===== src/sv/discovery_packet_filter_dedup_defines.svh =====
// Assertion macros for the discovery filter RTL.
`ifndef DISCOVERY_PACKET_FILTER_DEDUP_DEFINES_SVH
`define DISCOVERY_PACKET_FILTER_DEDUP_DEFINES_SVH

`ifndef SYNTHESIS
// a in this cycle forces b in the next cycle
`define DPFD_ASSERT_NEXT(lbl, clk, rst_n, a, b) \
    lbl: assert property (@(posedge clk) disable iff (!(rst_n)) (a) |=> (b)) \
        else $error("assertion failed");
// a forces b in the same cycle
`define DPFD_ASSERT_SAME(lbl, clk, rst_n, a, b) \
    lbl: assert property (@(posedge clk) disable iff (!(rst_n)) (a) |-> (b)) \
        else $error("assertion failed");
`else
`define DPFD_ASSERT_NEXT(lbl, clk, rst_n, a, b)
`define DPFD_ASSERT_SAME(lbl, clk, rst_n, a, b)
`endif

`endif


===== src/sv/dpfd_pkg.sv =====
// Shared types and constants of the discovery packet filter.
`default_nettype none
package dpfd_pkg;

    localparam int unsigned PACKET_BYTES = 16;
    localparam logic [31:0] MAGIC_RESET  = 32'h4E49_4D44;
    localparam logic [6:0]  CAP_RESET    = 7'd64;

    // result status codes
    localparam logic [2:0] ST_ADDED     = 3'd0;
    localparam logic [2:0] ST_DUPLICATE = 3'd1;
    localparam logic [2:0] ST_SELF      = 3'd2;
    localparam logic [2:0] ST_BAD_MAGIC = 3'd3;
    localparam logic [2:0] ST_SHORT     = 3'd4;
    localparam logic [2:0] ST_FULL      = 3'd5;

    // register indexes
    localparam logic [1:0] REG_SELF_ID  = 2'd0;
    localparam logic [1:0] REG_CAPACITY = 2'd1;
    localparam logic [1:0] REG_MAGIC    = 2'd2;

    // request into the peer table
    typedef struct packed {
        logic        go;     // look up / insert id
        logic        clear;  // empty the table
        logic [31:0] id;
    } t_tbl_req;

    // response from the peer table
    typedef struct packed {
        logic       done;
        logic [2:0] status;
        logic [6:0] total;
    } t_tbl_rsp;

endpackage
`default_nettype wire


===== src/sv/dpfd_peer_table.sv =====
// Peer id table: memory, linear search and insert.
`default_nettype none
module dpfd_peer_table #(
    parameter int TABLE_DEPTH = 64
) (
    input  wire logic              i_clk,
    input  wire logic              i_rst_n,
    input  wire dpfd_pkg::t_tbl_req i_req,
    input  wire logic [6:0]        i_capacity,
    output dpfd_pkg::t_tbl_rsp     o_rsp,
    output logic                   o_busy
);

    localparam int AW = (TABLE_DEPTH > 1) ? $clog2(TABLE_DEPTH) : 1;
    localparam logic [8:0] DEPTH9 = 9'(TABLE_DEPTH);

    localparam logic S_IDLE = 1'b0;
    localparam logic S_SRCH = 1'b1;

    logic [31:0] mem [TABLE_DEPTH];

    logic        r_state, n_state;
    logic [6:0]  r_total, n_total;
    logic [6:0]  r_idx, n_idx;
    logic        r_rd_vld;
    logic [31:0] r_id;
    logic [31:0] r_rdata;

    logic w_hit, w_issue, w_miss_done, w_full, w_we;

    assign w_hit       = (r_state == S_SRCH) && r_rd_vld && (r_rdata == r_id);
    assign w_miss_done = (r_state == S_SRCH) && !w_hit && (r_idx == r_total);
    assign w_issue     = (r_state == S_SRCH) && !w_hit && (r_idx != r_total);
    // limit is capacity clamped to the table depth
    assign w_full      = ({2'b00, r_total} >= {2'b00, i_capacity}) ||
                         ({2'b00, r_total} >= DEPTH9);
    assign w_we        = w_miss_done && !w_full;

    always_comb begin
        n_state = r_state;
        n_total = r_total;
        n_idx   = r_idx;
        unique case (r_state)
            S_IDLE: begin
                n_idx = '0;
                if (i_req.clear) begin
                    n_total = '0;
                end else if (i_req.go) begin
                    n_state = S_SRCH;
                end
            end
            S_SRCH: begin
                if (w_hit || w_miss_done) begin
                    n_state = S_IDLE;
                end
                if (w_we) begin
                    n_total = r_total + 7'd1;
                end
                if (w_issue) begin
                    n_idx = r_idx + 7'd1;
                end
            end
            default: n_state = S_IDLE;
        endcase
    end

    always_ff @(posedge i_clk) begin
        if (!i_rst_n) begin
            r_state  <= S_IDLE;
            r_total  <= '0;
            r_idx    <= '0;
            r_rd_vld <= 1'b0;
        end else begin
            r_state  <= n_state;
            r_total  <= n_total;
            r_idx    <= n_idx;
            r_rd_vld <= w_issue;
        end
    end

    always_ff @(posedge i_clk) begin
        if (r_state == S_IDLE && i_req.go) begin
            r_id <= i_req.id;
        end
    end

    // single-port style memory; reads never reach the entry being written
    always_ff @(posedge i_clk) begin
        if (w_we) begin
            mem[AW'(r_total)] <= r_id;
        end
        if (w_issue) begin
            r_rdata <= mem[AW'(r_idx)];
        end
    end

    always_comb begin
        o_rsp.done   = w_hit || w_miss_done;
        o_rsp.total  = w_we ? (r_total + 7'd1) : r_total;
        if (w_hit) begin
            o_rsp.status = dpfd_pkg::ST_DUPLICATE;
        end else if (w_full) begin
            o_rsp.status = dpfd_pkg::ST_FULL;
        end else begin
            o_rsp.status = dpfd_pkg::ST_ADDED;
        end
    end

    assign o_busy = (r_state == S_SRCH);

endmodule
`default_nettype wire


===== src/sv/discovery_packet_filter_dedup.sv =====
// Discovery datagram filter with peer de-duplication, top level.
//
//  channel   handshake                       payload
//  request   i_start / o_busy                i_mode, i_data_byte, i_last_byte
//  result    o_valid strobe, one cycle       o_status, o_peer_*, o_peers_found
//  config    APB psel/penable/pwrite         paddr, pwdata, prdata
//
// Datagram bytes are taken one per cycle while o_busy is low. A last byte that passes
// length, magic and self checks starts a table walk: one memory read per stored peer
// until a match, with o_busy high meanwhile; the result is registered once it ends.
// Other last bytes give their result on the next cycle without going busy.
// Synchronous active-low reset empties the table count; no clearing pass.
// The result strobe cannot be stalled.
`default_nettype none
`include "discovery_packet_filter_dedup_defines.svh"
module discovery_packet_filter_dedup #(
    parameter int TABLE_DEPTH = 64
) (
    input  wire logic        i_clk,
    input  wire logic        i_rst_n,
    input  wire logic        i_start,
    output logic             o_busy,
    input  wire logic        i_mode,
    input  wire logic [7:0]  i_data_byte,
    input  wire logic        i_last_byte,
    output logic             o_valid,
    output logic [2:0]       o_status,
    output logic [31:0]      o_peer_dev_id,
    output logic             o_peer_master,
    output logic [15:0]      o_peer_srv_port,
    output logic [15:0]      o_peer_version_major,
    output logic [15:0]      o_peer_version_minor,
    output logic [7:0]       o_peer_role,
    output logic [6:0]       o_peers_found,
    input  wire logic        psel,
    input  wire logic        penable,
    input  wire logic        pwrite,
    input  wire logic [3:0]  paddr,
    input  wire logic [31:0] pwdata,
    output logic [31:0]      prdata,
    output logic             pready
);

    localparam logic [6:0] PKT7 = 7'(dpfd_pkg::PACKET_BYTES);

    logic [31:0] r_self_id;
    logic [6:0]  r_capacity;
    logic [31:0] r_magic;

    logic [6:0]  r_pos, n_pos;
    logic [7:0]  r_hdr [dpfd_pkg::PACKET_BYTES];
    logic [7:0]  n_hdr [dpfd_pkg::PACKET_BYTES];

    logic        r_valid;
    logic [2:0]  r_status;
    logic [31:0] r_dev_id;
    logic        r_master;
    logic [15:0] r_port, r_vmaj, r_vmin;
    logic [7:0]  r_role;
    logic [6:0]  r_found;

    logic        w_acc, w_byte, w_end, w_len_ok, w_magic_ok, w_self, w_go, w_wr;
    logic [31:0] w_magic, w_id;

    dpfd_pkg::t_tbl_req w_req;
    dpfd_pkg::t_tbl_rsp w_rsp;
    logic               w_tbl_busy;

    // ---------------- configuration port ----------------
    assign pready = 1'b1;
    assign w_wr   = psel && penable && pwrite && pready;

    always_ff @(posedge i_clk) begin
        if (!i_rst_n) begin
            r_self_id  <= '0;
            r_capacity <= dpfd_pkg::CAP_RESET;
            r_magic    <= dpfd_pkg::MAGIC_RESET;
        end else if (w_wr) begin
            unique case (paddr[3:2])
                dpfd_pkg::REG_SELF_ID:  r_self_id  <= pwdata;
                dpfd_pkg::REG_CAPACITY: r_capacity <= pwdata[6:0];
                dpfd_pkg::REG_MAGIC:    r_magic    <= pwdata;
                default: ;
            endcase
        end
    end

    always_comb begin
        unique case (paddr[3:2])
            dpfd_pkg::REG_SELF_ID:  prdata = r_self_id;
            dpfd_pkg::REG_CAPACITY: prdata = {25'd0, r_capacity};
            dpfd_pkg::REG_MAGIC:    prdata = r_magic;
            default:                prdata = '0;
        endcase
    end

    // ---------------- byte capture and decode ----------------
    assign w_acc  = i_start && !o_busy;
    assign w_byte = w_acc && !i_mode;
    assign w_end  = w_byte && i_last_byte;

    // header as it stands once this byte is written
    always_comb begin
        for (int k = 0; k < dpfd_pkg::PACKET_BYTES; k++) begin
            n_hdr[k] = r_hdr[k];
        end
        if (r_pos < PKT7) begin
            n_hdr[r_pos[3:0]] = i_data_byte;
        end
    end

    always_ff @(posedge i_clk) begin
        if (w_byte && (r_pos < PKT7)) begin
            r_hdr[r_pos[3:0]] <= i_data_byte;
        end
    end

    always_comb begin
        n_pos = r_pos;
        if (w_acc) begin
            if (i_mode || i_last_byte) begin
                n_pos = '0;
            end else if (r_pos != 7'h7F) begin
                n_pos = r_pos + 7'd1;
            end
        end
    end

    always_ff @(posedge i_clk) begin
        if (!i_rst_n) begin
            r_pos <= '0;
        end else begin
            r_pos <= n_pos;
        end
    end

    // length including this byte is r_pos + 1
    assign w_len_ok   = (r_pos >= (PKT7 - 7'd1));
    assign w_magic    = {n_hdr[3], n_hdr[2], n_hdr[1], n_hdr[0]};
    assign w_id       = {n_hdr[4], n_hdr[5], n_hdr[6], n_hdr[7]};
    assign w_magic_ok = (w_magic == r_magic);
    assign w_self     = (w_id == r_self_id);
    assign w_go       = w_end && w_len_ok && w_magic_ok && !w_self;

    assign w_req.go    = w_go;
    assign w_req.clear = w_acc && i_mode;
    assign w_req.id    = w_id;

    dpfd_peer_table #(
        .TABLE_DEPTH(TABLE_DEPTH)
    ) u_table (
        .i_clk      (i_clk),
        .i_rst_n    (i_rst_n),
        .i_req      (w_req),
        .i_capacity (r_capacity),
        .o_rsp      (w_rsp),
        .o_busy     (w_tbl_busy)
    );

    assign o_busy = w_tbl_busy;

    // ---------------- result register ----------------
    always_ff @(posedge i_clk) begin
        if (!i_rst_n) begin
            r_valid <= 1'b0;
        end else begin
            r_valid <= w_rsp.done || (w_end && !w_go);
        end
    end

    always_ff @(posedge i_clk) begin
        if (w_rsp.done) begin
            r_status <= w_rsp.status;
            r_found  <= w_rsp.total;
        end else if (w_end) begin
            r_found <= w_rsp.total;
            priority if (!w_len_ok) begin
                r_status <= dpfd_pkg::ST_SHORT;
            end else if (!w_magic_ok) begin
                r_status <= dpfd_pkg::ST_BAD_MAGIC;
            end else begin
                r_status <= dpfd_pkg::ST_SELF;
            end
        end
        if (w_end) begin
            if (w_len_ok && w_magic_ok) begin
                r_dev_id <= w_id;
                r_master <= (n_hdr[8] != 8'd0);
                r_port   <= {n_hdr[9], n_hdr[10]};
                r_vmaj   <= {n_hdr[11], n_hdr[12]};
                r_vmin   <= {n_hdr[13], n_hdr[14]};
                r_role   <= n_hdr[15];
            end else begin
                r_dev_id <= '0;
                r_master <= 1'b0;
                r_port   <= '0;
                r_vmaj   <= '0;
                r_vmin   <= '0;
                r_role   <= '0;
            end
        end
    end

    assign o_valid              = r_valid;
    assign o_status             = r_status;
    assign o_peer_dev_id        = r_dev_id;
    assign o_peer_master        = r_master;
    assign o_peer_srv_port      = r_port;
    assign o_peer_version_major = r_vmaj;
    assign o_peer_version_minor = r_vmin;
    assign o_peer_role          = r_role;
    assign o_peers_found        = r_found;

    // ---------------- assertions ----------------
    `DPFD_ASSERT_NEXT(a_go_busy, i_clk, i_rst_n, w_go, o_busy)
    `DPFD_ASSERT_SAME(a_valid_idle, i_clk, i_rst_n, o_valid, !o_busy)
    `DPFD_ASSERT_SAME(a_added_count, i_clk, i_rst_n,
        o_valid && (o_status == dpfd_pkg::ST_ADDED), o_peers_found != 7'd0)

endmodule
`default_nettype wire

===== config.mk =====
export PLATFORM = sky130hd
export DESIGN_NAME = discovery_packet_filter_dedup
export DESIGN_NICKNAME = d
export VERILOG_FILES = /design/src/sv/dpfd_pkg.sv /design/src/sv/dpfd_peer_table.sv /design/src/sv/discovery_packet_filter_dedup.sv
export VERILOG_INCLUDE_DIRS = /design/src /design/src/sv
export SDC_FILE = /design/constraint.sdc
export NUM_CORES = 2
export LEC_CHECK = 0
export CAP_MARGIN = 20
export CORE_MARGIN = 3
export CORE_UTILIZATION = 50
export CTS_CLUSTER_DIAMETER = 80
export CTS_CLUSTER_SIZE = 10
export DETAILED_ROUTE_END_ITERATION = 7
export DONT_BUFFER_PORTS = 1
export PLACE_DENSITY = 0.69
export SYNTH_ARGS = -nofsm -noshare
export SYNTH_HDL_FRONTEND = slang
export SYNTH_SLANG_ARGS = --single-unit
export TNS_END_PERCENT = 100

===== constraint.sdc =====
create_clock -name i_clk -period 10.2 [get_ports i_clk]
set_input_delay 0.51 -clock i_clk [delete_from_list [all_inputs] [get_ports i_clk]]
set_output_delay 0.51 -clock i_clk [all_outputs]
set_load 0.1 [all_outputs]

==> flow_metrics.env <==
export IMPL_status="finished clean"
export IMPL_cts_repair_timing_setup_buffer_count=0
export IMPL_netlist_instances=4532
export IMPL_synth_top_area_frac=0.739
export IMPL_ys_flop_type="edfxtp_1"
export IMPL_cts_made_buffers=293
export IMPL_preCtsSetupSlack_ps=4570
export IMPL_start_util=0.504
export IMPL_track_usage=0.254
export IMPL_cp_max_fo=34
export IMPL_io_pins=186
export IMPL_p_switching_mw=3.78
export IMPL_drc=0
export IMPL_finalSetupTns_ps=0
export IMPL_worstPathRequired_ps=10730
export IMPL_first_pass_iters=6
export IMPL_wl_per_cell_um=33.6
export IMPL_final_area_mm2=0.108
export IMPL_cts_hold_buf=64
export IMPL_grt_ovfl_total=0
export IMPL_cts_path_max_buffers=4
export IMPL_syn_area_mm2=0.0950
export IMPL_fillers=13375
export IMPL_synthSimpleGateAreaFrac=0.0319
export IMPL_final_layout_size_suffix_gt1_frac=0.263
export IMPL_ff2ff_setup_slack_ps=4560
export IMPL_fp_dieW_um=442
export IMPL_cp_cell_sequence="xnor2_1, nand3_1, nor3_1, o41a_1, and2_1, nand3_1, nor2_4, buf_4"
export IMPL_grt_max_degree=153
export IMPL_root_buffer="clkbuf_16"
export IMPL_relSlewSlack=0.189
export IMPL_worst_slack_ps=4560
export IMPL_ys_async_sr_fraction=0
export IMPL_cp_common_cell="nand3_1"
export IMPL_die_y_um=442
export IMPL_placed_area_mm2=0.0990
export IMPL_antenna_found_initial=7
export IMPL_clkTransAtPathRegs_ps=50
export IMPL_port_buffers=0
export IMPL_routed_wl_um=247000
export IMPL_cp_slowest_cell="nor3_1"
export IMPL_htree_levels=5
export IMPL_setup_viol=0
export IMPL_avgSynthCellArea_um2=21.0
export IMPL_worst_clock_skew_ps=55.9
export IMPL_cts_tree="done"
export IMPL_seqPwrFrac=0.545
export IMPL_synth_area_leader_cell="edfxtp_1"
export IMPL_synth_distinct_cells=85
export IMPL_avgViaCountPerCell=6.48
export IMPL_fmax_ghz=0.177
export IMPL_clk_insertion_delay_late_ps=920
export IMPL_ir_drop_mv=0.166
export IMPL_area_growth_pct=13.2
export IMPL_grt_pass1_wl_um=354000
export IMPL_synth_compound_area_frac=0.0204
export IMPL_num_vias=47659
export IMPL_drtIter0Drc=6663
export IMPL_path_buf_inv=1
export IMPL_cpLargestDelayFamily="simple AND/OR/NAND/NOR gates"
export IMPL_yosysSeqAreaShare=0.759
export IMPL_rsz0062_at_grt="no"
export IMPL_drv_cap=0
export IMPL_p_leak_nw=32.9
export IMPL_grt_pass1_vias=48267
export IMPL_crit_type="reg2reg"
export IMPL_max_stage_delay_ps=960
export IMPL_synth_area_leaders="edfxtp_1, mux4_2, dfxtp_1"
export IMPL_postSynthNetCount=4597
export IMPL_cts_sinks=2434
export IMPL_postRouteAntennaNets=0
export IMPL_coreArea_mm2=0.188
export IMPL_whs_ps=58.1
export IMPL_ys_warn_count=0
export IMPL_ys_seq_elements=2434
export IMPL_place_gp_congestion=0.943
export IMPL_synth_mux_area_frac=0.165
export IMPL_p_int_mw=16.1
export IMPL_p_per_area_mw_per_mm2=185
export IMPL_cts_resized=0
export IMPL_tightestPinTransition_ps=1220
export IMPL_period_minus_slack_ps=5640
export IMPL_num_rows=159
export IMPL_comb_power_share=0.008
export IMPL_finalMaxSlewViolations=0
export IMPL_synthXorXnorAreaFrac=0.00857
export IMPL_dieArea_mm2=0.195
export IMPL_synth_edf_count=2339
export IMPL_sw_frac_of_total=0.190
export IMPL_power_mw=19.9
export IMPL_nets=4860
export IMPL_dp_final_hpwl_um=135000
export IMPL_synth_top_family_by_area="multiplexers"
export IMPL_p_clk_frac=0.448
export IMPL_endpoint_kind="flip-flop"
export IMPL_hp_class="in2reg"
export IMPL_start_kind="flip-flop"
export IMPL_fin_crit_sh=0.553
export IMPL_synth_adder_area_share=0.00171
export IMPL_arrival_ps=6170
export IMPL_finalHoldViolations=0
-- state kept, by name, summed over array words and instances (netlist names), 32 cells and up --
signal           cells
r_hdr              128
u_table.r_id        32
r_magic             32
o_peer_dev_id       32
r_self_id           32
u_table.mem       2048
u_table.r_rdata     32
-- logic make-up after synthesis --
kind of cell             count (synthesis)
AND/OR/NAND/NOR                        652
multiplexers                           728
buffers and inverters                  315
other                                    1
AO/OA/AOI/OAI                          296
XOR/XNOR                                93
flip-flops                            2434
adder cells (fa/ha/maj)                 13
-- area by class of cell --
class	instances	area (um^2)	area share
well taps	2495	3120	0.0290
repair buffers	220	1990	0.0185
clock inverters	8	82.6	0.000768
clock buffers	350	7700	0.0716
diodes	5	12.5	0.000116
flip-flops and latches	2434	72200	0.671
inverters	63	236	0.00220
multi-input cells	1783	22300	0.207
-- power by group through the flow --
stage	Clock, mW	Sequential, mW	Combinational [mW]
3_3_place_gp	0	11.0	0.103
2_1_floorplan	0	11.0	0.0920
6_report	8.89	10.8	0.154
5_1_grt	9.42	10.8	0.159
4_1_cts	9.02	10.8	0.147
3_5_place_dp	0	11.0	0.104
-- synthesized netlist by cell type, drive strengths merged (23+ instances only) --
cell type,count
nor3,23
dfxtp,95
o21ai,47
xor2,65
nand2,219
a21oi,100
buf,78
mux4,672
edfxtp,2339
a21boi,36
clkbuf,174
inv,61
nor2,241
nand3,48
xnor2,28
nor2b,24
mux2i,53
-- worst register-to-register path: cells and delay by family, from the launching register on --
| kind | cells | cell delay (ps) |
|---|---|---|
| and+or+nand+nor | 5 | 3110 |
| DFF | 1 | 890 |
| AOI/OAI and AO/OA | 1 | 560 |
| buffers and inverters | 1 | 490 |
| xor gates and xnor gates | 1 | 210 |
-- stage by stage --
stage	cells	util
6_report	7358	0.571
3_3_place_gp	6926	0.525
2_1_floorplan	4532	-
3_5_place_dp	6926	0.525
4_1_cts	7348	0.570
5_1_grt	7353	0.571
-- per-layer routing --
layer	GRT usage	vias up	wire, um
li1	-	19090	-
met2	0.401	2936	118000
met5	0	-	13
met3	0.0594	550	25700
met4	0.104	2	11100
met1	0.345	25081	92500
-- placed cells by master (no fill, tap or decap), types with 6 or more instances in the layout --
cell type	n
edfxtp_1	2339
mux4_2	672
clkbuf_16	300
nand2_1	217
buf_4	146
nor2_1	145
a21oi_1	100
dfxtp_1	89
nor2_4	68
xor2_1	65
dlygate4sd3_1	61
inv_1	60
mux2i_1	53
clkbuf_1	49
nand3_1	48
o21ai_0	37
a21boi_0	36
nor2_2	28
xnor2_1	28
nor2b_1	24
nor3_1	21
nor4_1	17
o22ai_1	16
ha_1	13
nand4_1	11
o211ai_1	11
a31oi_1	10
and3_1	10
nand2b_1	8
buf_12	8
o21ai_2	7
or2_2	7
a222oi_1	7
o2111ai_1	7
and2_1	6
a2111oi_0	6
-- path summary, 6_finish.rpt --
kind,from,to,depth (start not counted)
max reg2reg,u_table.r_idx[2],u_table.mem[25][13],8
min,i_data_byte[4],o_peer_master,4
max,u_table.r_idx[2],u_table.mem[25][13],8
min reg2reg,r_magic[4],r_magic[4],2
Note: power is estimated with default switching activity, not from simulation.
